### src/rtl/crlc_pkg.sv
// Package for the reply line classifier: reply kinds, prefix tables, character codes.
// Used by crlc_out_if and by cnc_reply_line_classifier. No dependencies.
package crlc_pkg;

  localparam int STATE_BYTES = 8;
  localparam int NAME_W      = 8 * STATE_BYTES;
  localparam int TEXT_W      = 64;
  localparam int NUM_PREFIX  = 10;
  localparam int PFX_MAX_LEN = 6;

  typedef enum logic [2:0] {
    KIND_UNKNOWN = 3'd0,
    KIND_OK      = 3'd1,
    KIND_ERROR   = 3'd2,
    KIND_ALARM   = 3'd3,
    KIND_STATUS  = 3'd4,
    KIND_INFO    = 3'd5
  } reply_kind_t;

  // Prefix slots; the info prefixes occupy a contiguous range.
  localparam int PFX_OK         = 0;
  localparam int PFX_ERROR      = 1;
  localparam int PFX_ALARM      = 2;
  localparam int PFX_BANNER     = 3;
  localparam int PFX_INFO_FIRST = 4;
  localparam int PFX_INFO_LAST  = 8;
  localparam int PFX_STATUS     = 9;

  // Lower-case prefix text; the "ok" slot is compared case-sensitively.
  localparam logic [7:0] PFX_TEXT [NUM_PREFIX][PFX_MAX_LEN] = '{
    '{8'h6F, 8'h6B, 8'h00, 8'h00, 8'h00, 8'h00},  // ok
    '{8'h65, 8'h72, 8'h72, 8'h6F, 8'h72, 8'h3A},  // error:
    '{8'h61, 8'h6C, 8'h61, 8'h72, 8'h6D, 8'h3A},  // alarm:
    '{8'h67, 8'h72, 8'h62, 8'h6C, 8'h20, 8'h00},  // banner word and a space
    '{8'h5B, 8'h6D, 8'h73, 8'h67, 8'h3A, 8'h00},  // [msg:
    '{8'h5B, 8'h67, 8'h63, 8'h3A, 8'h00, 8'h00},  // [gc:
    '{8'h5B, 8'h76, 8'h65, 8'h72, 8'h3A, 8'h00},  // [ver:
    '{8'h5B, 8'h6F, 8'h70, 8'h74, 8'h3A, 8'h00},  // [opt:
    '{8'h24, 8'h00, 8'h00, 8'h00, 8'h00, 8'h00},  // $
    '{8'h3C, 8'h00, 8'h00, 8'h00, 8'h00, 8'h00}   // <
  };

  localparam logic [4:0] PFX_LEN [NUM_PREFIX] = '{
    5'd2, 5'd6, 5'd6, 5'd5, 5'd5, 5'd4, 5'd5, 5'd5, 5'd1, 5'd1
  };

  localparam logic [7:0] CH_SPACE = 8'h20;
  localparam logic [7:0] CH_TAB   = 8'h09;
  localparam logic [7:0] CH_CR    = 8'h0D;
  localparam logic [7:0] CH_PLUS  = 8'h2B;
  localparam logic [7:0] CH_MINUS = 8'h2D;
  localparam logic [7:0] CH_ZERO  = 8'h30;
  localparam logic [7:0] CH_NINE  = 8'h39;
  localparam logic [7:0] CH_UP_A  = 8'h41;
  localparam logic [7:0] CH_UP_Z  = 8'h5A;
  localparam logic [7:0] CH_BAR   = 8'h7C;
  localparam logic [7:0] CH_GT    = 8'h3E;

  localparam logic [4:0]  POS_MAX  = 5'd31;
  localparam logic [16:0] CODE_SAT = 17'd32768;

endpackage

### src/rtl/crlc_in_if.sv
// Input channel of the reply line classifier: one received character per item.
// Depends on nothing but the valid/ready handshake convention.
interface crlc_in_if;
  logic       valid;
  logic       ready;
  logic [7:0] data_byte;
  logic       byte_present;
  logic       line_end;

  modport source (output valid, data_byte, byte_present, line_end, input ready);
  modport sink   (input valid, data_byte, byte_present, line_end, output ready);
endinterface

### src/rtl/crlc_out_if.sv
// Output channel of the reply line classifier: one classification per item.
// Depends on crlc_pkg for the reply kind type and the text width.
interface crlc_out_if;
  logic                      valid;
  logic                      ready;
  crlc_pkg::reply_kind_t     reply_kind;
  logic signed [15:0]        reply_code;
  logic [crlc_pkg::TEXT_W-1:0] state_text;
  logic [3:0]                state_length;
  logic                      state_truncated;

  modport source (output valid, reply_kind, reply_code, state_text, state_length,
                  state_truncated, input ready);
  modport sink   (input valid, reply_kind, reply_code, state_text, state_length,
                  state_truncated, output ready);
endinterface

### src/rtl/cnc_reply_line_classifier.sv
// Reply line classifier: input register, per-character line state, result register.
// Depends on crlc_pkg, crlc_in_if and crlc_out_if.
//
//   channel  | direction | item
//   ---------+-----------+-------------------------------------------------
//   in_ch    | sink      | data_byte, byte_present, line_end
//   out_ch   | source    | reply_kind, reply_code, state_text,
//            |           | state_length, state_truncated
//
// One item per cycle is taken unless a line end is held for a full result register.
// An accepted item is held in the input register, then updates the line state; an
// item that ends the line writes the result register as it leaves the input
// register. Reset (rst, synchronous) empties both registers and puts the line
// state in its idle form. A stalled output only holds back an item that ends a
// line while the result register is still full; characters ahead of it keep flowing.
module cnc_reply_line_classifier (
  input  logic          clk,
  input  logic          rst,
  crlc_in_if.sink       in_ch,
  crlc_out_if.source    out_ch
);
  import crlc_pkg::*;

  // Phases of the atoi-style code reader that runs after the colon.
  typedef enum logic [1:0] {
    CODE_SKIP   = 2'd0,
    CODE_SIGN   = 2'd1,
    CODE_DIGITS = 2'd2,
    CODE_DONE   = 2'd3
  } code_phase_t;

  // Input register.
  logic       s_valid;
  logic [7:0] s_byte;
  logic       s_present;
  logic       s_end;

  // Line state.
  logic              seen_text;
  logic [4:0]        char_position;
  logic [4:0]        last_text_position;
  logic [NUM_PREFIX-1:0] prefix_alive;
  logic              banner_has_tail;
  code_phase_t       code_phase;
  logic              code_negative;
  logic [16:0]       code_accum;
  logic [NAME_W-1:0] name_bytes;
  logic [4:0]        name_length_bar;
  logic [4:0]        name_length_gt;
  logic [1:0]        delimiter_flags;

  // Line state after the current character has been folded in.
  logic              seen_text_next;
  logic [4:0]        char_position_next;
  logic [4:0]        last_text_position_next;
  logic [NUM_PREFIX-1:0] prefix_alive_next;
  logic              banner_has_tail_next;
  code_phase_t       code_phase_next;
  logic              code_negative_next;
  logic [16:0]       code_accum_next;
  logic [NAME_W-1:0] name_bytes_next;
  logic [4:0]        name_length_bar_next;
  logic [4:0]        name_length_gt_next;
  logic [1:0]        delimiter_flags_next;

  // Result candidates.
  reply_kind_t        kind_next;
  logic signed [15:0] code_next;
  logic [TEXT_W-1:0]  text_next;
  logic [3:0]         length_next;
  logic               trunc_next;

  logic out_valid;
  logic out_free;
  logic s_go;
  logic in_take;

  // The input register drains unless it holds a line end and the result
  // register cannot take a new result this cycle.
  assign out_free    = !out_valid || out_ch.ready;
  assign s_go        = s_valid && (!s_end || out_free);
  assign in_ch.ready = !s_valid || s_go;
  assign in_take     = in_ch.valid && in_ch.ready;
  assign out_ch.valid = out_valid;

  // Character update. Leading whitespace is dropped entirely; once text has
  // started, every character advances the position so trailing whitespace is
  // only excluded through last_text_position.
  always_comb begin
    logic        sp;
    logic        active;
    logic        digit;
    logic [7:0]  low_byte;
    logic [18:0] acc_mul;
    logic [4:0]  p;

    sp       = (s_byte == CH_SPACE) || (s_byte >= CH_TAB && s_byte <= CH_CR);
    active   = s_present && (seen_text || !sp);
    digit    = (s_byte >= CH_ZERO) && (s_byte <= CH_NINE);
    low_byte = (s_byte >= CH_UP_A && s_byte <= CH_UP_Z) ? s_byte + 8'd32 : s_byte;
    acc_mul  = 19'(code_accum) * 19'd10 + {15'd0, s_byte[3:0]};
    p        = char_position;

    seen_text_next          = seen_text;
    char_position_next      = char_position;
    last_text_position_next = last_text_position;
    prefix_alive_next       = prefix_alive;
    banner_has_tail_next    = banner_has_tail;
    code_phase_next         = code_phase;
    code_negative_next      = code_negative;
    code_accum_next         = code_accum;
    name_bytes_next         = name_bytes;
    name_length_bar_next    = name_length_bar;
    name_length_gt_next     = name_length_gt;
    delimiter_flags_next    = delimiter_flags;

    if (active) begin
      seen_text_next = 1'b1;
      if (!sp) begin
        last_text_position_next = p;
      end

      for (int k = 0; k < NUM_PREFIX; k++) begin
        if (p < PFX_LEN[k]) begin
          if (k == PFX_OK) begin
            if (s_byte != PFX_TEXT[k][p[2:0]]) begin
              prefix_alive_next[k] = 1'b0;
            end
          end else if (low_byte != PFX_TEXT[k][p[2:0]]) begin
            prefix_alive_next[k] = 1'b0;
          end
        end
      end

      // The banner's trailing space only counts when real text follows it.
      if (p >= 5'd5 && !sp) begin
        banner_has_tail_next = 1'b1;
      end

      // Code reader: everything from the seventh character on.
      if (p >= 5'd6 && code_phase != CODE_DONE) begin
        if (digit) begin
          code_accum_next = (acc_mul > 19'(CODE_SAT)) ? CODE_SAT : acc_mul[16:0];
          code_phase_next = CODE_DIGITS;
        end else if (code_phase == CODE_SKIP && sp) begin
          code_phase_next = CODE_SKIP;
        end else if (code_phase == CODE_SKIP && (s_byte == CH_PLUS || s_byte == CH_MINUS)) begin
          code_negative_next = (s_byte == CH_MINUS);
          code_phase_next    = CODE_SIGN;
        end else begin
          code_phase_next = CODE_DONE;
        end
      end

      // State name bytes follow the '<' until the first bar.
      for (int i = 0; i < STATE_BYTES; i++) begin
        if (!delimiter_flags[0] && p == 5'(i + 1)) begin
          name_bytes_next[8*i +: 8] = s_byte;
        end
      end

      if (s_byte == CH_BAR && !delimiter_flags[0]) begin
        delimiter_flags_next[0] = 1'b1;
        name_length_bar_next    = (p != 5'd0) ? p - 5'd1 : 5'd0;
      end
      if (s_byte == CH_GT && !delimiter_flags[1]) begin
        delimiter_flags_next[1] = 1'b1;
        name_length_gt_next     = (p != 5'd0) ? p - 5'd1 : 5'd0;
      end

      char_position_next = (p < POS_MAX) ? p + 5'd1 : POS_MAX;
    end
  end

  // Classification of the line as it stands after the current character.
  always_comb begin
    logic [NUM_PREFIX-1:0] alive;
    logic [4:0]  nlen;
    logic        has_end;
    logic [NAME_W-1:0] masked;
    logic [16:0] neg_code;

    for (int k = 0; k < NUM_PREFIX; k++) begin
      alive[k] = prefix_alive_next[k] && (char_position_next >= PFX_LEN[k]);
    end

    nlen    = 5'd0;
    has_end = 1'b0;
    if (delimiter_flags_next[0]) begin
      nlen    = name_length_bar_next;
      has_end = 1'b1;
    end else if (delimiter_flags_next[1]) begin
      nlen    = name_length_gt_next;
      has_end = 1'b1;
    end

    neg_code    = 17'd0 - code_accum_next;
    kind_next   = KIND_UNKNOWN;
    code_next   = 16'sd0;
    text_next   = '0;
    length_next = 4'd0;
    trunc_next  = 1'b0;
    masked      = '0;

    if (alive[PFX_OK] && last_text_position_next == 5'd1) begin
      kind_next = KIND_OK;
    end else if (alive[PFX_ERROR] || alive[PFX_ALARM]) begin
      kind_next = alive[PFX_ERROR] ? KIND_ERROR : KIND_ALARM;
      if (code_negative_next) begin
        code_next = neg_code[15:0];
      end else if (code_accum_next > 17'd32767) begin
        code_next = 16'sd32767;
      end else begin
        code_next = code_accum_next[15:0];
      end
    end else if (alive[PFX_STATUS] && last_text_position_next >= 5'd2 && has_end &&
                 nlen >= 5'd1) begin
      kind_next   = KIND_STATUS;
      trunc_next  = nlen > 5'(STATE_BYTES);
      length_next = trunc_next ? 4'(STATE_BYTES) : nlen[3:0];
      for (int i = 0; i < STATE_BYTES; i++) begin
        if (4'(i) < length_next) begin
          masked[8*i +: 8] = name_bytes_next[8*i +: 8];
        end
      end
      text_next = TEXT_W'(masked);
    end else if ((alive[PFX_BANNER] && banner_has_tail_next) ||
                 (|alive[PFX_INFO_LAST:PFX_INFO_FIRST])) begin
      kind_next = KIND_INFO;
    end
  end

  // Input register.
  always_ff @(posedge clk) begin
    if (rst) begin
      s_valid <= 1'b0;
    end else if (in_take) begin
      s_valid <= 1'b1;
    end else if (s_go) begin
      s_valid <= 1'b0;
    end
    if (in_take) begin
      s_byte    <= in_ch.data_byte;
      s_present <= in_ch.byte_present;
      s_end     <= in_ch.line_end;
    end
  end

  // Line state: folds in each character and returns to idle after a line end.
  always_ff @(posedge clk) begin
    if (rst || (s_go && s_end)) begin
      seen_text          <= 1'b0;
      char_position      <= 5'd0;
      last_text_position <= 5'd0;
      prefix_alive       <= '1;
      banner_has_tail    <= 1'b0;
      code_phase         <= CODE_SKIP;
      code_negative      <= 1'b0;
      code_accum         <= 17'd0;
      name_bytes         <= '0;
      name_length_bar    <= 5'd0;
      name_length_gt     <= 5'd0;
      delimiter_flags    <= 2'b00;
    end else if (s_go) begin
      seen_text          <= seen_text_next;
      char_position      <= char_position_next;
      last_text_position <= last_text_position_next;
      prefix_alive       <= prefix_alive_next;
      banner_has_tail    <= banner_has_tail_next;
      code_phase         <= code_phase_next;
      code_negative      <= code_negative_next;
      code_accum         <= code_accum_next;
      name_bytes         <= name_bytes_next;
      name_length_bar    <= name_length_bar_next;
      name_length_gt     <= name_length_gt_next;
      delimiter_flags    <= delimiter_flags_next;
    end
  end

  // Result register.
  always_ff @(posedge clk) begin
    if (rst) begin
      out_valid <= 1'b0;
    end else if (s_go && s_end) begin
      out_valid <= 1'b1;
    end else if (out_ch.ready) begin
      out_valid <= 1'b0;
    end
    if (s_go && s_end) begin
      out_ch.reply_kind      <= kind_next;
      out_ch.reply_code      <= code_next;
      out_ch.state_text      <= text_next;
      out_ch.state_length    <= length_next;
      out_ch.state_truncated <= trunc_next;
    end
  end

endmodule
### src/flat_wrapper.sv
// flat-port wrapper written by rule: the top's interface ports become plain ports
module cnc_reply_line_classifier_flat import crlc_pkg::*;
  (clk, rst, in_ch_valid, in_ch_data_byte, in_ch_byte_present, in_ch_line_end, in_ch_ready, out_ch_valid, out_ch_reply_kind, out_ch_reply_code, out_ch_state_text, out_ch_state_length, out_ch_state_truncated, out_ch_ready);
  crlc_in_if in_ch_i ();
  crlc_out_if out_ch_i ();
  input  logic clk;
  input  logic rst;
  input wire logic [$bits(in_ch_i.valid)-1:0] in_ch_valid;
  input wire logic [$bits(in_ch_i.data_byte)-1:0] in_ch_data_byte;
  input wire logic [$bits(in_ch_i.byte_present)-1:0] in_ch_byte_present;
  input wire logic [$bits(in_ch_i.line_end)-1:0] in_ch_line_end;
  output wire logic [$bits(in_ch_i.ready)-1:0] in_ch_ready;
  output wire logic [$bits(out_ch_i.valid)-1:0] out_ch_valid;
  output wire logic [$bits(out_ch_i.reply_kind)-1:0] out_ch_reply_kind;
  output wire logic [$bits(out_ch_i.reply_code)-1:0] out_ch_reply_code;
  output wire logic [$bits(out_ch_i.state_text)-1:0] out_ch_state_text;
  output wire logic [$bits(out_ch_i.state_length)-1:0] out_ch_state_length;
  output wire logic [$bits(out_ch_i.state_truncated)-1:0] out_ch_state_truncated;
  input wire logic [$bits(out_ch_i.ready)-1:0] out_ch_ready;
  assign in_ch_i.valid = in_ch_valid;
  assign in_ch_i.data_byte = in_ch_data_byte;
  assign in_ch_i.byte_present = in_ch_byte_present;
  assign in_ch_i.line_end = in_ch_line_end;
  assign in_ch_ready = in_ch_i.ready;
  assign out_ch_valid = out_ch_i.valid;
  assign out_ch_reply_kind = out_ch_i.reply_kind;
  assign out_ch_reply_code = out_ch_i.reply_code;
  assign out_ch_state_text = out_ch_i.state_text;
  assign out_ch_state_length = out_ch_i.state_length;
  assign out_ch_state_truncated = out_ch_i.state_truncated;
  assign out_ch_i.ready = out_ch_ready;
  cnc_reply_line_classifier u_core (.clk(clk), .rst(rst), .in_ch(in_ch_i), .out_ch(out_ch_i));
endmodule
### config.mk
export PLATFORM = sky130hd
export DESIGN_NAME = cnc_reply_line_classifier_flat
export DESIGN_NICKNAME = d
export VERILOG_FILES = /design/src/rtl/crlc_pkg.sv /design/src/rtl/crlc_in_if.sv /design/src/rtl/crlc_out_if.sv /design/src/rtl/cnc_reply_line_classifier.sv /design/src/flat_wrapper.sv
export SDC_FILE = /design/constraint.sdc
export NUM_CORES = 1
export LEC_CHECK = 0
export ABC_AREA = 0
export BUFFER_PORTS_ARGS = -buffer_cell sky130_fd_sc_hd__buf_2
export CAP_MARGIN = 20
export CORE_UTILIZATION = 45
export DETAILED_ROUTE_END_ITERATION = 7
export GPL_ROUTABILITY_DRIVEN = 0
export SLEW_MARGIN = 20
export SYNTH_ARGS = -nofsm -noshare
export SYNTH_HDL_FRONTEND = slang
export SYNTH_SLANG_ARGS = --single-unit
### constraint.sdc
create_clock -name clk -period 10.6 [get_ports clk]
set_input_delay 2.12 -clock clk [delete_from_list [all_inputs] [get_ports clk]]
set_output_delay 2.12 -clock clk [all_outputs]
set_load 0.03 [all_outputs]
==> results.sh, run 1 <==
export IMPL_avgSynthCellArea_um2=8.57
export IMPL_clock_latency_ns=0.54
export IMPL_drtIter0Drc=946
export IMPL_fin_area_um2=14100
export IMPL_cts_setup_buffers=0
export IMPL_regArea_um2=5350
export IMPL_io_buffers=103
export IMPL_p_int_w=0.00143
export IMPL_place_area_um2=13300
export IMPL_vias_per_cell=5.72
export IMPL_hp_class="reg2reg"
export IMPL_ys_warn_count=0
export IMPL_p_per_area_nw_per_um2=134
export IMPL_hpwlAfterDp_um=22900
export IMPL_outcome="complete, no violations"
export IMPL_htreeDepth=1
export IMPL_hold_ws_ns=0.442
export IMPL_start_util=0.460
export IMPL_power_leakage_nw=5.08
export IMPL_synthesis_area_um2=12500
export IMPL_route_detailed_drc=0
export IMPL_async_reset_ff_frac=0
export IMPL_boundaryPins=104
export IMPL_die_w_um=168
export IMPL_antenna_cells=0
export IMPL_root_buffer="clkbuf_16"
export IMPL_fillCellCount=2609
export IMPL_wire_per_inst_um=17.9
export IMPL_pwr_share_comb=0.075
export IMPL_grt_pass1_wl_um=54600
export IMPL_core_area_um2=27100
export IMPL_vias=10900
export IMPL_crit_arrival_ns=6.77
export IMPL_fmax_mhz=154
export IMPL_holdBufCountCts=0
export IMPL_rows=60
export IMPL_grt_pass1_vias=10100
export IMPL_finalWirelength_um=34000
export IMPL_finalCritPeriodShare=0.612
export IMPL_setup_violations=0
export IMPL_tightest_slew_ns=1.11
export IMPL_final_util=0.519
export IMPL_synth_cell_types=78
export IMPL_cp_max_fo=19
export IMPL_final_cells=1901
export IMPL_path_class="reg2reg"
export IMPL_grt_max_degree=99
export IMPL_clkPwrFrac=0.451
export IMPL_finalHoldViolCount=0
export IMPL_layout_common_cells="nand2_1, a21oi_1, nor2_1"
export IMPL_postSynthCellCount=1454
export IMPL_required_ns=10.89
export IMPL_seq_power_share=0.473
export IMPL_period_minus_slack_ns=6.48
export IMPL_drv_cap=0
export IMPL_slew_headroom=0.260
export IMPL_drtPass1Iterations=5
export IMPL_place_inst=1856
export IMPL_cts_made_buffers=25
export IMPL_gr_usage_all_layers=0.241
export IMPL_syn_nets=1515
export IMPL_setup_worst_path_end_class="register"
export IMPL_crit_path_start_kind="register"
export IMPL_die_y_um=168
export IMPL_ant_nets=0
export IMPL_clock_sinks=218
export IMPL_final_common_cell="nand2_1"
export IMPL_slew_violations=0
export IMPL_overflow=0
export IMPL_setup_tns_ns=0
export IMPL_synth_edff_count=98
export IMPL_syn2layout_area_growth_pct=12.9
export IMPL_antenna_found_initial=0
export IMPL_ir_drop_mv=0.110
export IMPL_fin_worst_skew_ns=0.0123
export IMPL_cts_tree="yes"
export IMPL_cts_resized=0
export IMPL_drive_above_1_share=0.128
export IMPL_switching_share=0.242
export IMPL_dieArea_um2=28400
export IMPL_final_nets=1572
export IMPL_clkSlewWorstSetupHoldPaths_ns=0.06
export IMPL_synth_ff_type="dfxtp_1"
export IMPL_synth_seq_cells=218
export IMPL_netSwitchingPower_w=0.000456
export IMPL_clock_path_buffers=3
export IMPL_multi_input_area_um2=6630
export IMPL_rsz0062_at_grt="no"
export IMPL_yosysSeqAreaShare=0.429
cells in the mapped netlist, drive strengths merged (15+ instances only):
master | instances | area share
clkbuf | 82 | 0.025
nand2 | 218 | 0.066
a21oi | 168 | 0.068
a22oi | 29 | 0.019
dfxtp | 120 | 0.19
a211oi | 16 | 0.010
nor4 | 15 | 0.0075
o21ai | 51 | 0.020
buf | 15 | 0.0062
nor2 | 155 | 0.047
xnor2 | 32 | 0.022
mux2i | 41 | 0.033
inv | 29 | 0.0087
edfxtp | 98 | 0.24
xor2 | 21 | 0.015
nor3 | 24 | 0.0096
ha | 45 | 0.045
nand3 | 53 | 0.021
cell type report:
| cell class | count | area share |
|---|---|---|
| multi-input cells | 1106 | 0.471 |
| flip-flops and latches | 218 | 0.380 |
| repair buffers | 127 | 0.0493 |
| clock buffers | 33 | 0.0487 |
| well taps | 372 | 0.0331 |
| clock inverters | 12 | 0.00898 |
| inverters | 33 | 0.00880 |
worst paths after layout:
kind / start / cells past startpoint / end / slack, ns
setup reg to reg: u_core.code_accum[1] / 17 / u_core.out_ch.reply_code[12] / 4.12
setup / recovery: u_core.code_accum[1] / 17 / u_core.out_ch.reply_code[12] / 4.12
hold reg to reg: u_core.prefix_alive[9] / 2 / u_core.prefix_alive[9] / 0.44
hold / removal: u_core.prefix_alive[9] / 2 / u_core.prefix_alive[9] / 0.44
critical path, cell delays in order, from the launching register on:
cell and delay, ns:
dfxtp_1 0.49, ha_1 0.29, ha_1 0.25, fa_1 0.42
a21o_1 0.19, a221oi_1 0.74, o21ai_0 0.25, xnor2_1 0.21
or4_1 0.69, or4_1 0.56, a211o_1 0.38, a22oi_4 0.47
a22oi_1 0.22, ha_1 0.30, o21ai_0 0.20, nand2b_1 0.17
a21oi_1 0.06, o311a_1 0.34
cells by family (layout without fill, tap and decap cells):
logic type	count (synthesis)	in the layout	synth area share
compound gates	386	386	0.197
xor+xnor	53	53	0.0372
fa+ha+maj	47	47	0.0484
buf+inv	130	205	0.0408
flops	218	218	0.429
mux	45	45	0.0365
simple gates	575	575	0.211
stage by stage:
step,total power [W],setup slack (ns)
floorplan,0.00101,4.93
global placement,0.00105,4.31
detailed placement,0.00105,4.19
CTS,0.00190,4.17
global route,0.00195,3.77
finish,0.00189,4.12
registers in the layout, indices dropped and copies added (netlist names), 5 cells and up:
register	count
u_core.char_position	5
u_core.code_accum	17
u_core.last_text_position	5
u_core.name_bytes	64
u_core.name_length_bar	5
u_core.name_length_gt	5
u_core.out_ch.reply_code	16
u_core.out_ch.state_text	64
u_core.prefix_alive	10
u_core.s_byte	8
power by group through the flow:
stage	clock [W]	sequential, W	combinational, W
4_1_cts	0.000868	0.000893	0.000142
6_report	0.000851	0.000893	0.000142
3_3_place_gp	0	0.000911	0.000141
3_5_place_dp	0	0.000911	0.000142
5_1_grt	0.000906	0.000894	0.000154
2_1_floorplan	0	0.000927	0.0000815
per-layer routing:
metal / vias to the layer above / share of wire / global-route usage
met3: 72 / 0.051 / 0.0289
met4: 0 / 0.035 / 0.0913
met5: - / 0 / 0
met2: 319 / 0.47 / 0.399
li1: 5383 / - / -
met1: 5092 / 0.45 / 0.322
Note: power is estimated with default switching activity, not from simulation.
==> run 2: changes to the inputs <==
Clock period 10.6 ns to 6.3 ns, I/O delays scaled along.
==> results.sh, run 2 (synthesis gave the netlist of run 1 again) <==
export IMPL_p_per_area_nw_per_um2=223
export IMPL_use_met2=0.397
export IMPL_grt_max_degree=65
export IMPL_die_w_um=168
export IMPL_clkSlewWorstSetupHoldPaths_ns=0.06
export IMPL_min_delay_start="u_core.name_bytes[30]"
export IMPL_ant_nets=0
export IMPL_drv_cap=0
export IMPL_ir_drop_mv=0.182
export IMPL_drive_above_1_share=0.130
export IMPL_netSwitchingPower_w=0.000750
export IMPL_pwr_share_comb=0.074
export IMPL_slew_headroom=0.427
export IMPL_hold_depth=2
export IMPL_final_cells=1907
export IMPL_cts_made_buffers=24
export IMPL_top_regs="u_core.name_bytes: 64 flops, u_core.out_ch.state_text: 64 flops, u_core.code_accum: 17 flops"
export IMPL_slew_violations=0
export IMPL_use_met1=0.326
export IMPL_drtIter0Drc=829
export IMPL_required_ns=6.57
export IMPL_cp_max_fo=8
export IMPL_rsz0062_at_grt="no"
export IMPL_rrSetupSlack_ns=0.42
export IMPL_final_nets=1579
export IMPL_overflow=0
export IMPL_die_y_um=168
export IMPL_wire_per_inst_um=18.3
export IMPL_hp_class="reg2reg"
export IMPL_start_util=0.460
export IMPL_finalWirelength_um=34800
export IMPL_setup_worst_path_end_class="register"
export IMPL_drtPass1Iterations=6
export IMPL_place_inst=1863
export IMPL_grt_pass1_vias=10100
export IMPL_vias_per_cell=5.78
export IMPL_crit_arrival_ns=6.16
export IMPL_cts_resized=0
export IMPL_gr_usage_all_layers=0.242
export IMPL_setup_tns_ns=0
export IMPL_holdBufCountCts=0
export IMPL_io_buffers=103
export IMPL_seq_power_share=0.481
export IMPL_dieArea_um2=28400
export IMPL_clock_path_buffers=3
export IMPL_worstRegToRegCells=17
export IMPL_power_leakage_nw=5.10
export IMPL_vias=11000
export IMPL_boundaryPins=104
export IMPL_route_detailed_drc=0
export IMPL_final_common_cell="nand2_1"
export IMPL_core_area_um2=27100
export IMPL_cts_tree="yes"
export IMPL_rows=60
export IMPL_tightest_slew_ns=0.857
export IMPL_cts_setup_buffers=0
export IMPL_fillCellCount=2580
export IMPL_startpoint="u_core.code_accum[3]"
export IMPL_antenna_cells=0
export IMPL_r2r_start="u_core.code_accum[3]"
export IMPL_period_minus_slack_ns=5.88
export IMPL_setup_violations=0
export IMPL_hpwlAfterDp_um=23900
export IMPL_clock_latency_ns=0.53
export IMPL_p_int_w=0.00239
export IMPL_finalCritPeriodShare=0.934
export IMPL_root_buffer="clkbuf_16"
export IMPL_outcome="complete, no violations"
export IMPL_clkPwrFrac=0.445
export IMPL_switching_share=0.239
export IMPL_path_class="reg2reg"
export IMPL_grt_busiest_layer="met2"
export IMPL_layout_common_cells="nand2_1, a21oi_1, nor2_1"
export IMPL_htreeDepth=1
export IMPL_finalHoldViolCount=0
export IMPL_syn2layout_area_growth_pct=13.1
export IMPL_fin_worst_skew_ns=0.0231
export IMPL_r2r_end="u_core.out_ch.reply_code[12]"
export IMPL_clock_sinks=218
export IMPL_use_met3=0.0275
export IMPL_crit_path_start_kind="register"
export IMPL_grt_pass1_wl_um=54900
export IMPL_antenna_found_initial=0
export IMPL_fmax_mhz=170
export IMPL_min_to="u_core.name_bytes[30]"
run 2: changes by cell type in the layout (fill, tap and decap cells not counted), sizes merged:
cell and change:
bufinv +1, clkinvlp -1, inv -1, buf +7
run 2: how the worst max path moves through the flow:
stage,end,slack (ns)
2_1_floorplan,u_core.out_ch.reply_code[12],0.72
3_3_place_gp,u_core.out_ch.reply_code[12],0.63
3_5_place_dp,u_core.out_ch.reply_code[12],0.52
4_1_cts,u_core.out_ch.reply_code[12],0.51
5_1_grt,u_core.out_ch.reply_code[8],0.08
6_report,u_core.out_ch.reply_code[12],0.42
run 2: metrics by stage:
step                power, W  hold WS [ns]   util  area [um2]  worst slack [ns]
floorplan            0.00170         0.416      -       12500             0.716
CTS                  0.00317         0.455  0.520       14100             0.512
detailed placement   0.00177         0.442  0.491       13300             0.523
finish               0.00314         0.453  0.520       14100             0.415
global placement     0.00177         0.437  0.491       13300             0.625
global route         0.00325         0.464  0.520       14100            0.0821
run 2: layout make-up:
| type | count | area, um2 | share of cell area |
|---|---|---|---|
| Clock buffer | 32 | 641 | 0.0454 |
| Clock inverter | 11 | 136 | 0.00967 |
| Inverter | 33 | 124 | 0.00879 |
| Multi-Input combinational cell | 1106 | 6630 | 0.470 |
| Sequential cell | 218 | 5350 | 0.379 |
| Tap cell | 372 | 465 | 0.0330 |
| Timing Repair Buffer | 135 | 756 | 0.0536 |
run 2: layer usage:
layer	up-vias	routed length [um]
li1	5376	-
met4	0	1330
met5	-	0
met1	5211	15200
met3	87	1870
met2	353	16400
run 2: critical path: stages, from the launching register on:
cell	delay [ns]
dfxtp_1	0.48
ha_1	0.29
ha_1	0.26
fa_1	0.41
a21o_1	0.19
a21oi_1	0.24
xor2_1	0.13
or4_1	0.59
or4_1	0.69
or4_1	0.56
a211o_1	0.38
a22oi_4	0.23
a22oi_1	0.17
ha_1	0.30
o21ai_0	0.17
nand2b_1	0.16
a21oi_1	0.05
o311a_1	0.30
run 2: power by group through the flow:
stage,sequential (W),combinational (W),clock [W]
6_report,0.00151,0.000232,0.00140
5_1_grt,0.00151,0.000250,0.00149
4_1_cts,0.00151,0.000231,0.00142
3_5_place_dp,0.00154,0.000230,0
3_3_place_gp,0.00154,0.000228,0
2_1_floorplan,0.00156,0.000137,0
